### src/design/fras_pkg.sv
// Package for the FIFO-ordered resource allocator with usage statistics.
// Holds sizes, field codes, payload structs and the back-end state type.
// No dependencies.
package fras_pkg;

  localparam int RESOURCES   = 8;
  localparam int QUEUE_DEPTH = 16;
  localparam int CMDQ_DEPTH  = 2;

  localparam int RES_IDX_W = (RESOURCES > 1) ? $clog2(RESOURCES) : 1;
  localparam int QPTR_W    = (QUEUE_DEPTH > 1) ? $clog2(QUEUE_DEPTH) : 1;
  localparam int QCNT_W    = $clog2(QUEUE_DEPTH + 1);
  localparam int CQPTR_W   = (CMDQ_DEPTH > 1) ? $clog2(CMDQ_DEPTH) : 1;
  localparam int CQCNT_W   = $clog2(CMDQ_DEPTH + 1);

  localparam logic [1:0] ACT_REQUEST = 2'd0;
  localparam logic [1:0] ACT_RELEASE = 2'd1;
  localparam logic [1:0] ACT_REPORT  = 2'd2;

  localparam logic [1:0] KIND_GRANT  = 2'd0;
  localparam logic [1:0] KIND_ROW    = 2'd1;
  localparam logic [1:0] KIND_REJECT = 2'd2;

  typedef struct packed {
    logic [1:0]  action;
    logic [7:0]  requester;
    logic [15:0] duration;
    logic [2:0]  resource;
  } in_item_t;

  typedef struct packed {
    logic [1:0]  kind;
    logic [7:0]  granted_requester;
    logic [2:0]  granted_resource;
    logic [31:0] use_count;
    logic [47:0] time_total;
    logic [15:0] time_average;
    logic [31:0] waited_total;
    logic        last;
  } out_item_t;

  typedef enum logic [1:0] {
    OP_REQUEST,
    OP_RELEASE,
    OP_REPORT
  } op_t;

  typedef struct packed {
    op_t         op;
    logic [7:0]  requester;
    logic [15:0] duration;
    logic [2:0]  resource;
  } cmd_t;

  typedef struct packed {
    logic [7:0]  requester;
    logic [15:0] duration;
  } waiter_t;

  typedef struct packed {
    logic        start;
    logic [47:0] dividend;
    logic [31:0] divisor;
  } div_req_t;

  typedef struct packed {
    logic        done;
    logic [15:0] quotient;
  } div_rsp_t;

  typedef enum logic [2:0] {
    ST_IDLE,
    ST_READ,
    ST_UPDATE,
    ST_DIV_START,
    ST_DIV_WAIT,
    ST_EMIT
  } state_t;

endpackage

### src/design/fras_if.sv
// Valid/ready channel interfaces for input items, commands and results.
// Depends on fras_pkg.
interface fras_in_if
  import fras_pkg::*;
();
  logic     valid;
  logic     ready;
  in_item_t data;
  modport source (output valid, output data, input ready);
  modport sink (input valid, input data, output ready);
endinterface

interface fras_cmd_if
  import fras_pkg::*;
();
  logic valid;
  logic ready;
  cmd_t data;
  modport source (output valid, output data, input ready);
  modport sink (input valid, input data, output ready);
endinterface

interface fras_out_if
  import fras_pkg::*;
();
  logic      valid;
  logic      ready;
  out_item_t data;
  modport source (output valid, output data, input ready);
  modport sink (input valid, input data, output ready);
endinterface

### src/design/fras_front.sv
// Front end: accepts input items, decodes the action and drops items that
// have no effect. Depends on fras_pkg and fras_if.
module fras_front
  import fras_pkg::*;
(
  fras_in_if.sink    item,
  fras_cmd_if.source cmd
);

  logic keep;

  always_comb begin
    keep                = 1'b0;
    cmd.data.op         = OP_REQUEST;
    cmd.data.requester  = item.data.requester;
    cmd.data.duration   = item.data.duration;
    cmd.data.resource   = item.data.resource;
    case (item.data.action)
      ACT_REQUEST: begin
        keep        = 1'b1;
        cmd.data.op = OP_REQUEST;
      end
      ACT_RELEASE: begin
        keep        = (32'(item.data.resource) < RESOURCES);
        cmd.data.op = OP_RELEASE;
      end
      ACT_REPORT: begin
        keep        = 1'b1;
        cmd.data.op = OP_REPORT;
      end
      default: begin
        keep = 1'b0;
      end
    endcase
  end

  assign cmd.valid  = item.valid && keep;
  assign item.ready = cmd.ready || !keep;

endmodule

### src/design/fras_cmd_queue.sv
// Short command queue between the front and back ends.
// Depends on fras_pkg and fras_if.
module fras_cmd_queue
  import fras_pkg::*;
(
  input  logic       clk,
  input  logic       rst,
  fras_cmd_if.sink   wr,
  fras_cmd_if.source rd
);

  cmd_t               slots [CMDQ_DEPTH];
  logic [CQPTR_W-1:0] wptr;
  logic [CQPTR_W-1:0] rptr;
  logic [CQCNT_W-1:0] count;
  logic               push;
  logic               pop;

  assign wr.ready = (count != CQCNT_W'(CMDQ_DEPTH));
  assign rd.valid = (count != '0);
  assign rd.data  = slots[rptr];
  assign push     = wr.valid && wr.ready;
  assign pop      = rd.valid && rd.ready;

  always_ff @(posedge clk) begin
    if (rst) begin
      wptr  <= '0;
      rptr  <= '0;
      count <= '0;
    end else begin
      if (push) begin
        slots[wptr] <= wr.data;
        wptr        <= (wptr == CQPTR_W'(CMDQ_DEPTH - 1)) ? '0 : wptr + CQPTR_W'(1);
      end
      if (pop) begin
        rptr <= (rptr == CQPTR_W'(CMDQ_DEPTH - 1)) ? '0 : rptr + CQPTR_W'(1);
      end
      case ({push, pop})
        2'b10:   count <= count + CQCNT_W'(1);
        2'b01:   count <= count - CQCNT_W'(1);
        default: count <= count;
      endcase
    end
  end

endmodule

### src/design/fras_divider.sv
// Bit-serial divider for the report average: 48-bit total over 32-bit count,
// 16-bit saturating quotient, zero for a zero count. Depends on fras_pkg.
module fras_divider
  import fras_pkg::*;
(
  input  logic     clk,
  input  logic     rst,
  input  div_req_t req,
  output div_rsp_t rsp
);

  logic [31:0] rem;
  logic [15:0] low;
  logic [31:0] divisor;
  logic [15:0] quot;
  logic [4:0]  steps;
  logic        done;
  logic [32:0] trial;
  logic        qbit;

  assign trial = {rem, low[15]};
  assign qbit  = (trial >= {1'b0, divisor});

  always_ff @(posedge clk) begin
    if (rst) begin
      steps <= '0;
      done  <= 1'b0;
    end else begin
      if (req.start) begin
        divisor <= req.divisor;
        if (req.divisor == '0) begin
          quot <= '0;
          done <= 1'b1;
        end else if (req.dividend[47:16] >= req.divisor) begin
          quot <= '1;
          done <= 1'b1;
        end else begin
          rem   <= req.dividend[47:16];
          low   <= req.dividend[15:0];
          steps <= 5'd16;
          done  <= 1'b0;
        end
      end else if (steps != '0) begin
        rem   <= qbit ? 32'(trial - {1'b0, divisor}) : trial[31:0];
        low   <= {low[14:0], 1'b0};
        quot  <= {quot[14:0], qbit};
        steps <= steps - 5'd1;
        done  <= (steps == 5'd1);
      end else begin
        done <= 1'b0;
      end
    end
  end

  assign rsp.done     = done;
  assign rsp.quotient = quot;

endmodule

### src/design/fras_back.sv
// Back end: wait queue, resource map, usage statistics and the result register.
// Depends on fras_pkg and fras_if.
module fras_back
  import fras_pkg::*;
(
  input  logic       clk,
  input  logic       rst,
  fras_cmd_if.sink   cmd,
  fras_out_if.source result,
  output div_req_t   div_req,
  input  div_rsp_t   div_rsp
);

  state_t               state;
  state_t               state_next;
  waiter_t              mem [QUEUE_DEPTH];
  waiter_t              rd_data;
  logic [QCNT_W-1:0]    fifo_count;
  logic [QPTR_W-1:0]    head;
  logic [QPTR_W-1:0]    tail;
  logic [RESOURCES-1:0] free_map;
  logic [31:0]          grant_counts [RESOURCES];
  logic [47:0]          time_totals [RESOURCES];
  logic [31:0]          wait_counter;
  logic [RES_IDX_W-1:0] idx;
  logic [7:0]           req_q;
  logic [15:0]          dur_q;
  out_item_t            res_q;
  logic                 out_valid;
  out_item_t            out_data;

  logic                 take;
  logic                 full;
  logic                 has_free;
  logic [RES_IDX_W-1:0] low_free;
  logic [RES_IDX_W-1:0] rel_idx;
  logic                 slot_free;
  logic                 emit_fire;
  logic                 more_rows;
  logic [48:0]          sum;

  always_comb begin
    low_free = '0;
    for (int i = RESOURCES - 1; i >= 0; i--) begin
      if (free_map[i]) begin
        low_free = RES_IDX_W'(i);
      end
    end
  end

  assign full      = (fifo_count == QCNT_W'(QUEUE_DEPTH));
  assign has_free  = |free_map;
  assign rel_idx   = RES_IDX_W'(cmd.data.resource);
  assign slot_free = !out_valid || result.ready;
  assign more_rows = (res_q.kind == KIND_ROW) && !res_q.last;
  assign sum       = {1'b0, time_totals[idx]} + 49'(dur_q);

  always_comb begin
    state_next = state;
    case (state)
      ST_IDLE: begin
        if (cmd.valid) begin
          case (cmd.data.op)
            OP_REQUEST: begin
              if (full) begin
                state_next = ST_EMIT;
              end else if (has_free) begin
                state_next = ST_UPDATE;
              end
            end
            OP_RELEASE: begin
              if (!free_map[rel_idx] && fifo_count != '0) begin
                state_next = ST_READ;
              end
            end
            OP_REPORT: state_next = ST_DIV_START;
            default:   state_next = ST_IDLE;
          endcase
        end
      end
      ST_READ:      state_next = ST_UPDATE;
      ST_UPDATE:    state_next = ST_EMIT;
      ST_DIV_START: state_next = ST_DIV_WAIT;
      ST_DIV_WAIT: begin
        if (div_rsp.done) begin
          state_next = ST_EMIT;
        end
      end
      ST_EMIT: begin
        if (slot_free) begin
          state_next = more_rows ? ST_DIV_START : ST_IDLE;
        end
      end
      default: state_next = ST_IDLE;
    endcase
  end

  always_comb begin
    cmd.ready        = (state == ST_IDLE);
    div_req.start    = (state == ST_DIV_START);
    div_req.dividend = time_totals[idx];
    div_req.divisor  = grant_counts[idx];
    emit_fire        = (state == ST_EMIT) && slot_free;
  end

  assign take = cmd.valid && cmd.ready;

  always_ff @(posedge clk) begin
    if (rst) begin
      state <= ST_IDLE;
    end else begin
      state <= state_next;
    end
  end

  always_ff @(posedge clk) begin
    if (rst) begin
      fifo_count   <= '0;
      head         <= '0;
      tail         <= '0;
      free_map     <= '1;
      wait_counter <= '0;
      out_valid    <= 1'b0;
      for (int i = 0; i < RESOURCES; i++) begin
        grant_counts[i] <= '0;
        time_totals[i]  <= '0;
      end
    end else begin
      if (take) begin
        case (cmd.data.op)
          OP_REQUEST: begin
            if (full) begin
              res_q <= '{kind: KIND_REJECT, granted_requester: cmd.data.requester,
                         granted_resource: '0, use_count: '0, time_total: '0,
                         time_average: '0, waited_total: '0, last: 1'b1};
            end else if (has_free) begin
              idx   <= low_free;
              req_q <= cmd.data.requester;
              dur_q <= cmd.data.duration;
            end else begin
              mem[tail]  <= '{requester: cmd.data.requester, duration: cmd.data.duration};
              tail       <= (tail == QPTR_W'(QUEUE_DEPTH - 1)) ? '0 : tail + QPTR_W'(1);
              fifo_count <= fifo_count + QCNT_W'(1);
              if (wait_counter != '1) begin
                wait_counter <= wait_counter + 32'd1;
              end
            end
          end
          OP_RELEASE: begin
            if (!free_map[rel_idx]) begin
              free_map[rel_idx] <= 1'b1;
              idx               <= rel_idx;
              rd_data           <= mem[head];
            end
          end
          OP_REPORT: begin
            idx <= '0;
          end
          default: begin
            idx <= idx;
          end
        endcase
      end

      if (state == ST_READ) begin
        req_q      <= rd_data.requester;
        dur_q      <= rd_data.duration;
        head       <= (head == QPTR_W'(QUEUE_DEPTH - 1)) ? '0 : head + QPTR_W'(1);
        fifo_count <= fifo_count - QCNT_W'(1);
      end

      if (state == ST_UPDATE) begin
        free_map[idx] <= 1'b0;
        if (grant_counts[idx] != '1) begin
          grant_counts[idx] <= grant_counts[idx] + 32'd1;
        end
        time_totals[idx] <= sum[48] ? '1 : sum[47:0];
        res_q <= '{kind: KIND_GRANT, granted_requester: req_q,
                   granted_resource: 3'(idx), use_count: '0, time_total: '0,
                   time_average: '0, waited_total: '0, last: 1'b1};
      end

      if (state == ST_DIV_WAIT && div_rsp.done) begin
        res_q <= '{kind: KIND_ROW, granted_requester: '0,
                   granted_resource: 3'(idx), use_count: grant_counts[idx],
                   time_total: time_totals[idx], time_average: div_rsp.quotient,
                   waited_total: wait_counter,
                   last: (idx == RES_IDX_W'(RESOURCES - 1))};
      end

      if (emit_fire) begin
        out_valid <= 1'b1;
        out_data  <= res_q;
        if (more_rows) begin
          idx <= idx + RES_IDX_W'(1);
        end
      end else if (result.ready) begin
        out_valid <= 1'b0;
      end
    end
  end

  assign result.valid = out_valid;
  assign result.data  = out_data;

endmodule

### src/design/fifo_resource_allocator_with_stats_core.sv
// FIFO-ordered first-free resource allocator with usage statistics.
// A rejection goes straight to emit, a grant on request passes update first, and
// a grant on release passes read and update. One command is carried out at a time.
// A report gives 8 rows, each through the one-bit-per-cycle divider for the
// average, which does no division steps for a row whose resource is unused or saturates.
// Reset: synchronous, active high; all resources free, statistics zero,
// wait queue empty. No clearing pass. Depends on fras_pkg, fras_if and all fras_* modules.
module fifo_resource_allocator_with_stats_core
  import fras_pkg::*;
(
  input  logic       clk,
  input  logic       rst,
  fras_in_if.sink    item,
  fras_out_if.source result
);

  fras_cmd_if cmd_front ();
  fras_cmd_if cmd_back ();
  div_req_t   div_req;
  div_rsp_t   div_rsp;

  fras_front u_front (
    .item (item),
    .cmd  (cmd_front)
  );

  fras_cmd_queue u_queue (
    .clk (clk),
    .rst (rst),
    .wr  (cmd_front),
    .rd  (cmd_back)
  );

  fras_divider u_divider (
    .clk (clk),
    .rst (rst),
    .req (div_req),
    .rsp (div_rsp)
  );

  fras_back u_back (
    .clk     (clk),
    .rst     (rst),
    .cmd     (cmd_back),
    .result  (result),
    .div_req (div_req),
    .div_rsp (div_rsp)
  );

endmodule
### src/flat_wrapper.sv
// flat-port wrapper written by rule: the top's interface ports become plain ports
module fifo_resource_allocator_with_stats_core_flat import fras_pkg::*;
  (clk, rst, item_valid, item_data, item_ready, result_valid, result_data, result_ready);
  fras_in_if item_i ();
  fras_out_if result_i ();
  input  logic clk;
  input  logic rst;
  input wire logic [$bits(item_i.valid)-1:0] item_valid;
  input wire logic [$bits(item_i.data)-1:0] item_data;
  output wire logic [$bits(item_i.ready)-1:0] item_ready;
  output wire logic [$bits(result_i.valid)-1:0] result_valid;
  output wire logic [$bits(result_i.data)-1:0] result_data;
  input wire logic [$bits(result_i.ready)-1:0] result_ready;
  assign item_i.valid = item_valid;
  assign item_i.data = item_data;
  assign item_ready = item_i.ready;
  assign result_valid = result_i.valid;
  assign result_data = result_i.data;
  assign result_i.ready = result_ready;
  fifo_resource_allocator_with_stats_core u_core (.clk(clk), .rst(rst), .item(item_i), .result(result_i));
endmodule
### config.mk
export PLATFORM = sky130hd
export DESIGN_NAME = fifo_resource_allocator_with_stats_core_flat
export DESIGN_NICKNAME = d
export VERILOG_FILES = /design/src/design/fras_pkg.sv /design/src/design/fras_if.sv /design/src/design/fras_front.sv /design/src/design/fras_cmd_queue.sv /design/src/design/fras_divider.sv /design/src/design/fras_back.sv /design/src/design/fifo_resource_allocator_with_stats_core.sv /design/src/flat_wrapper.sv
export SDC_FILE = /design/constraint.sdc
export NUM_CORES = 2
export LEC_CHECK = 0
export BUFFER_PORTS_ARGS = -buffer_cell sky130_fd_sc_hd__buf_2
export CAP_MARGIN = 25
export CORE_MARGIN = 5
export CORE_UTILIZATION = 40
export DETAILED_ROUTE_END_ITERATION = 6
export PLACE_DENSITY = 0.51
export SLEW_MARGIN = 20
export SYNTH_ARGS = -nofsm -noshare
export SYNTH_HDL_FRONTEND = slang
export SYNTH_SLANG_ARGS = --single-unit
### constraint.sdc
create_clock -name clk -period 11.9 [get_ports clk]
set_input_delay 1.19 -clock clk [delete_from_list [all_inputs] [get_ports clk]]
set_output_delay 1.19 -clock clk [all_outputs]
set_load 0.02 [all_outputs]
---- Word level (Yosys, flattened, before mapping) ----
Memory sizes are Yosys's and may differ from the RTL's. A register that Yosys moved wholly into a read port is not among the register bits.
Cells that the tools add are included.
operators by class
  add/sub/neg operators ................... 14
  $lt $le $gt $ge ......................... 6
  equality and inequality tests ........... 30
  mux-type cells .......................... 114
  bitwise operators ....................... 7
  reductions and logical operators ........ 48
operator list
  cell                                                              number
  142-bit 2-to-1 mux                                                3
  16-bit 2-to-1 mux                                                 13
  32-bit 2-to-1 mux                                                 6
  141-bit 2-to-1 mux                                                1
  132-bit 2-to-1 mux                                                1
  48-bit 2-to-1 mux                                                 2
  8-bit 2-to-1 mux                                                  10
  3-bit 2-to-1 mux                                                  24
  32-bit by 1-bit adder with 32-bit output (second input constant)  2
  32-bit != test (second input constant)                            2
  48-bit by 16-bit adder with 49-bit output                         1
  48-bit OR reduction                                               1
  5-bit 2-to-1 mux                                                  9
  1-bit 2-to-1 mux                                                  34
  33-bit by 32-bit >= comparator with 1-bit output                  1
  32-bit >= comparator                                              1
  32-bit zero test                                                  1
  32-bit OR reduction                                               1
  32-bit subtractor                                                 1
  4-bit AND reduction                                               5
  3-bit one-hot mux with 3 select lines                             2
  3-bit one-hot mux with 6 select lines                             1
  5-bit AND reduction                                               3
  2-bit nonzero test                                                7
  42 further kinds                                                  87
word-level totals
  flip-flop bits (word level) ............. 474
  RAM bits ................................ 1082
  bits of input ports ..................... 33
  output and inout port bits .............. 144
  word-level logic and storage cells ...... 259
  memories ................................ 4
memory list
  name                        depth  width  rd ports  clocked after Yosys merged registers in  wr ports  RTL line              text
  u_core.u_back.mem           16     24     1         1                                        1         fras_back.sv:16       waiter_t mem [QUEUE_DEPTH];
  u_core.u_back.time_totals   8      48     1         1                                        8         fras_back.sv:23       logic [47:0] time_totals [RESOURCES];
  u_core.u_back.grant_counts  8      32     1         1                                        8         fras_back.sv:22       logic [31:0] grant_counts [RESOURCES];
  u_core.u_queue.slots        2      29     1         1                                        1         fras_cmd_queue.sv:12  cmd_t slots [CMDQ_DEPTH];

---- Longest topological paths before layout ----
  depth after elaboration ................. 15
  mapped depth ............................ 24
  depth with buffers taken out ............ 14

---- By module ----
From an unflattened synthesis, not the netlist that was laid out.
unflattened totals
  cell total of the unflattened synthesis .. 4573
  area, all modules ....................... 68444.4 µm²
by module, submodules not included
  module          instances  cells an instance  area each (µm²)  sequential area each (µm²)
  fras_back       1          3693               58667.5          42010.3
  fras_divider    1          733                7230.7           3002.9
  fras_cmd_queue  1          116                2312.2           1841.8
  fras_front      1          31                 234.0            0.0

---- Worst setup path after synthesis ----
No wires, ideal clock.
  path type ............................... in2reg
  start ................................... input rst
  end ..................................... register u_core.u_back.res_q[0] (netlist name) (enable)
  setup time .............................. 0.690 ns
  arrival time ............................ 8.641 ns
  required time ........................... 11.210 ns
  slack ................................... 2.568 ns
  stages on the path ...................... 4
  path buffers ............................ 3
  cell sequence ........................... clkbuf_1 > clkbuf_1 > clkbuf_1 > a21oi_1
on the way
  longest elaborated chain between the ends .. 2
RTL lines
  item                                  RTL line           text
  start: declaration                    flat_wrapper.sv:7  input logic rst;
  1-bit NOT (no source line)            n/a
  4-bit AND reduction (no source line)  n/a
  end signal: assignment                fras_back.sv:133   res_q <= '{kind: KIND_REJECT, granted_requester: cmd.data.requester,
  end signal: assignment                fras_back.sv:178   res_q <= '{kind: KIND_GRANT, granted_requester: req_q,
  end signal: assignment                fras_back.sv:184   res_q <= '{kind: KIND_ROW, granted_requester: '0,
  end: declaration                      fras_back.sv:28    out_item_t res_q;
Every way passes these cells.
A chain may end at the register's enable or synchronous reset.

==> results.py <==
metrics = {
    "cts": {
        "root_buffer": "clkbuf_16",
        "clock_sinks": 1584,
        "cts_tree": "yes",
        "clk_transition_reported_paths_ps": 60,
        "clock_latency_ps": 830,
        "cts_max_path_buffers": 3,
        "cts_resized": 0,
        "cts_buffers": 170,
        "htree_levels": 4,
        "post_cts_buffers": 0,
        "cts_hold_buf": 0,
    },
    "final_layout": {
        "drive_gt1_frac": 0.189,
        "post-route-util": 0.455,
        "syn_to_final_growth_pct": 13.3,
        "fin_area_um2": 77100,
        "final_nets": 4876,
        "antenna_cells": 0,
    },
    "flow_run": {
        "max_cap_viol_count": 0,
    },
    "yosys": {
        "syn_area_um2": 68100,
        "seq_area_frac_synth": 0.689,
        "synth_edf_count": 1513,
        "synthCells": 4516,
        "syn_area_per_cell_um2": 15.1,
        "synth_cell_types": 96,
        "synthFlopType": "edfxtp_1",
        "synth_commonest_cells": "edfxtp_1, nor2_1, mux4_2",
        "async_reset_ff_frac": 0,
        "ys_ff_latch": 1584,
        "synthTopCellsByArea": "edfxtp_1, mux4_2, nor2_1, dfxtp_1, ha_1",
        "yosys.area.top_type_share": 0.668,
        "syn_nets": 4652,
        "synth_top_area_cell": "edfxtp_1",
        "ys_warn_count": 0,
        "synth.most_common_cell": "edfxtp_1",
    },
    "critical_path": {
        "arrival_ps": 6830,
        "path_buf_inv": 3,
        "cp-start-kind": "register",
        "worstReg2RegEnd": "u_core.u_back.grant_counts[4][31]",
        "reg2reg_depth": 12,
        "crit_chain": "buf_4, buf_4, mux4_2, mux2i_1, or3b_1, nor4b_2, nand2_1, nor2_1, nand4b_4, nand3_2, nand2_1, buf_4",
        "max_stage_delay_ps": 870,
        "crit_fanout": 48,
        "critPathCaptureType": "register",
        "crit_top_cell": "buf_4",
        "cp_top_family": "simple AND/OR/NAND/NOR gates",
        "slowest_stage": "nand2_1",
        "r2r_slack_ps": 5570,
        "cp.required_ps": 12400,
        "worstSetupPathType": "reg2reg",
    },
    "power_and_ir_drop": {
        "power.leakage_nw": 27.0,
        "power_density_nw_per_um2": 228,
        "peakVddDrop_mv": 0.186,
        "power.total_mw": 17.6,
    },
    "floorplan": {
        "die_y_um": 422,
        "num_rows": 151,
        "dieArea_um2": 178000,
        "die_x_um": 422,
        "ioPinCount": 177,
        "initial_utilization": 0.402,
        "fp.coreArea_um2": 169000,
    },
    "min_path": {
        "hp-class": "reg2reg",
        "hp-start": "u_core.u_back.res_q[101]",
        "worstHoldEndpoint": "u_core.u_back.result.data[101]",
        "whs_path_depth": 0,
    },
    "timing": {
        "tns_ps": 0,
        "fmax_ghz": 0.158,
        "period_share": 0.532,
        "skew_ps": 42.7,
        "setup_viol": 0,
        "finalCriticalPeriod_ps": 6330,
        "timing.slew.headroom": 0.240,
        "fin_hold_ws_ps": 414,
        "rsz0062_at_grt": "false",
        "max_slew.worst_pin.slew_ps": 1130,
        "drv_slew": 0,
        "final_hold_viol_count": 0,
    },
    "detailed_routing": {
        "drt_iter0_drc": 3480,
        "wl_per_cell_um": 26.8,
        "firstDrtPassIters": 5,
        "num_vias": 39498,
        "drc": 0,
        "wl_mm": 190,
        "postRouteAntennaNets": 0,
        "vias_per_cell": 5.56,
    },
    "placement": {
        "hpwl_mm": 113,
        "place_congestion": 0.826,
        "port-buffer-count": 176,
        "place_area_um2": 71500,
    },
    "global_routing": {
        "grt_pass1_vias": 39670,
        "grt_pass1_wl_mm": 276,
        "grt_overflow": 0,
        "grt_max_degree": 69,
        "antenna_found_initial": 4,
        "track_usage": 0.210,
    },
    "run_status": {
        "status": "completed",
    },
}
## registers in the layout (all words and copies together), names as in the netlist, 8 cells and up, named ones only
register                    flops
u_core.u_back.dur_q            16
u_core.u_back.time_totals     384
u_core.u_back.rd_data          24
u_core.u_back.wait_counter     32
u_core.u_queue.slots           58
u_core.u_back.result.data     142
u_core.u_divider.quot          16
u_core.u_divider.low           16
u_core.u_back.res_q           142
u_core.u_back.grant_counts    256
u_core.u_divider.divisor       32
u_core.u_back.mem             384
u_core.u_back.free_map          8
u_core.u_divider.rem           32
u_core.u_back.req_q             8
## layout make-up
cell class,count,area (µm²)
Tap cell,2218,2780
Multi-Input combinational cell,2546,19600
Inverter,139,523
Fill cell,14939,92200
Clock buffer,216,4490
Timing Repair Buffer,299,1930
Sequential cell,1584,46900
Clock inverter,96,932
## kinds of logic (layout without fill, tap and decap cells)
group / Yosys count / count (layout) / synth area share
buffers and inverters: 386 / 750 / 0.0262
flip-flops: 1584 / 1584 / 0.689
multiplexers: 411 / 411 / 0.114
AND/OR/NAND/NOR: 1490 / 1490 / 0.0965
adder cells (fa/ha/maj): 103 / 103 / 0.0193
AO/OA/AOI/OAI: 417 / 417 / 0.0390
XOR/XNOR: 125 / 125 / 0.0161
## placed cells by master (no fill, tap or decap), types with 46 or more instances in the layout
cell type,instances
nor3_1,56
inv_1,135
mux2i_1,75
dfxtp_1,64
mux4_2,264
nand3_1,60
nor2_1,900
ha_1,100
and3_1,66
o21ai_0,70
mux2_2,46
xnor2_1,77
xor2_1,48
edfxtp_1,1513
nand2_1,182
buf_4,117
clkbuf_16,171
a21oi_1,138
a21o_1,54
buf_2,175
## per-stage QoR
step                instances  worst slack, ps
finish                   7098             5570
global route             7098             5040
CTS                      7093             5430
detailed placement       6781             5450
global placement         6779             5550
floorplan                4516             2570
## worst register-to-register path, stage by stage (launching register included)
cell      delay [ps]
dfxtp_4          500
buf_4            620
buf_4            880
mux4_2           670
mux2i_1          600
or3b_1           290
nor4b_2           70
nand2_1          150
nor2_1            90
nand4b_4         250
nand3_2          610
nand2_1          880
buf_4            390
## report_power, final
part           switching [mW]  internal, mW  total, mW
Clock                    2.25          2.93       5.18
Sequential              0.246          6.68       6.93
Combinational            3.62          1.89       5.51
Total                    6.11          11.5       17.6
## how the worst max path moves through the flow
stage	startpoint	endpoint	slack (ps)	cells past startpoint
floorplan	rst	u_core.u_back.res_q[0]	2570	4
global placement	register	u_core.u_back.grant_counts[4][0]	5550	12
detailed placement	register	u_core.u_back.grant_counts[4][0]	5450	12
CTS	register	u_core.u_back.grant_counts[4][31]	5430	12
global route	register	u_core.u_back.grant_counts[4][9]	5040	12
finish	register	u_core.u_back.grant_counts[4][31]	5570	12
## metal layers
| metal | routed length, µm | share of wire | global-route usage | vias up |
|---|---|---|---|---|
| met2 | 93900 | 0.49 | 0.353 | 1139 |
| met5 | 0 | 0 | 0 | - |
| met4 | 5190 | 0.027 | 0.0620 | 0 |
| li1 | - | - | - | 17456 |
| met1 | 82300 | 0.43 | 0.288 | 20625 |
| met3 | 8710 | 0.046 | 0.0260 | 278 |
Note: power is estimated with default switching activity, not from simulation.
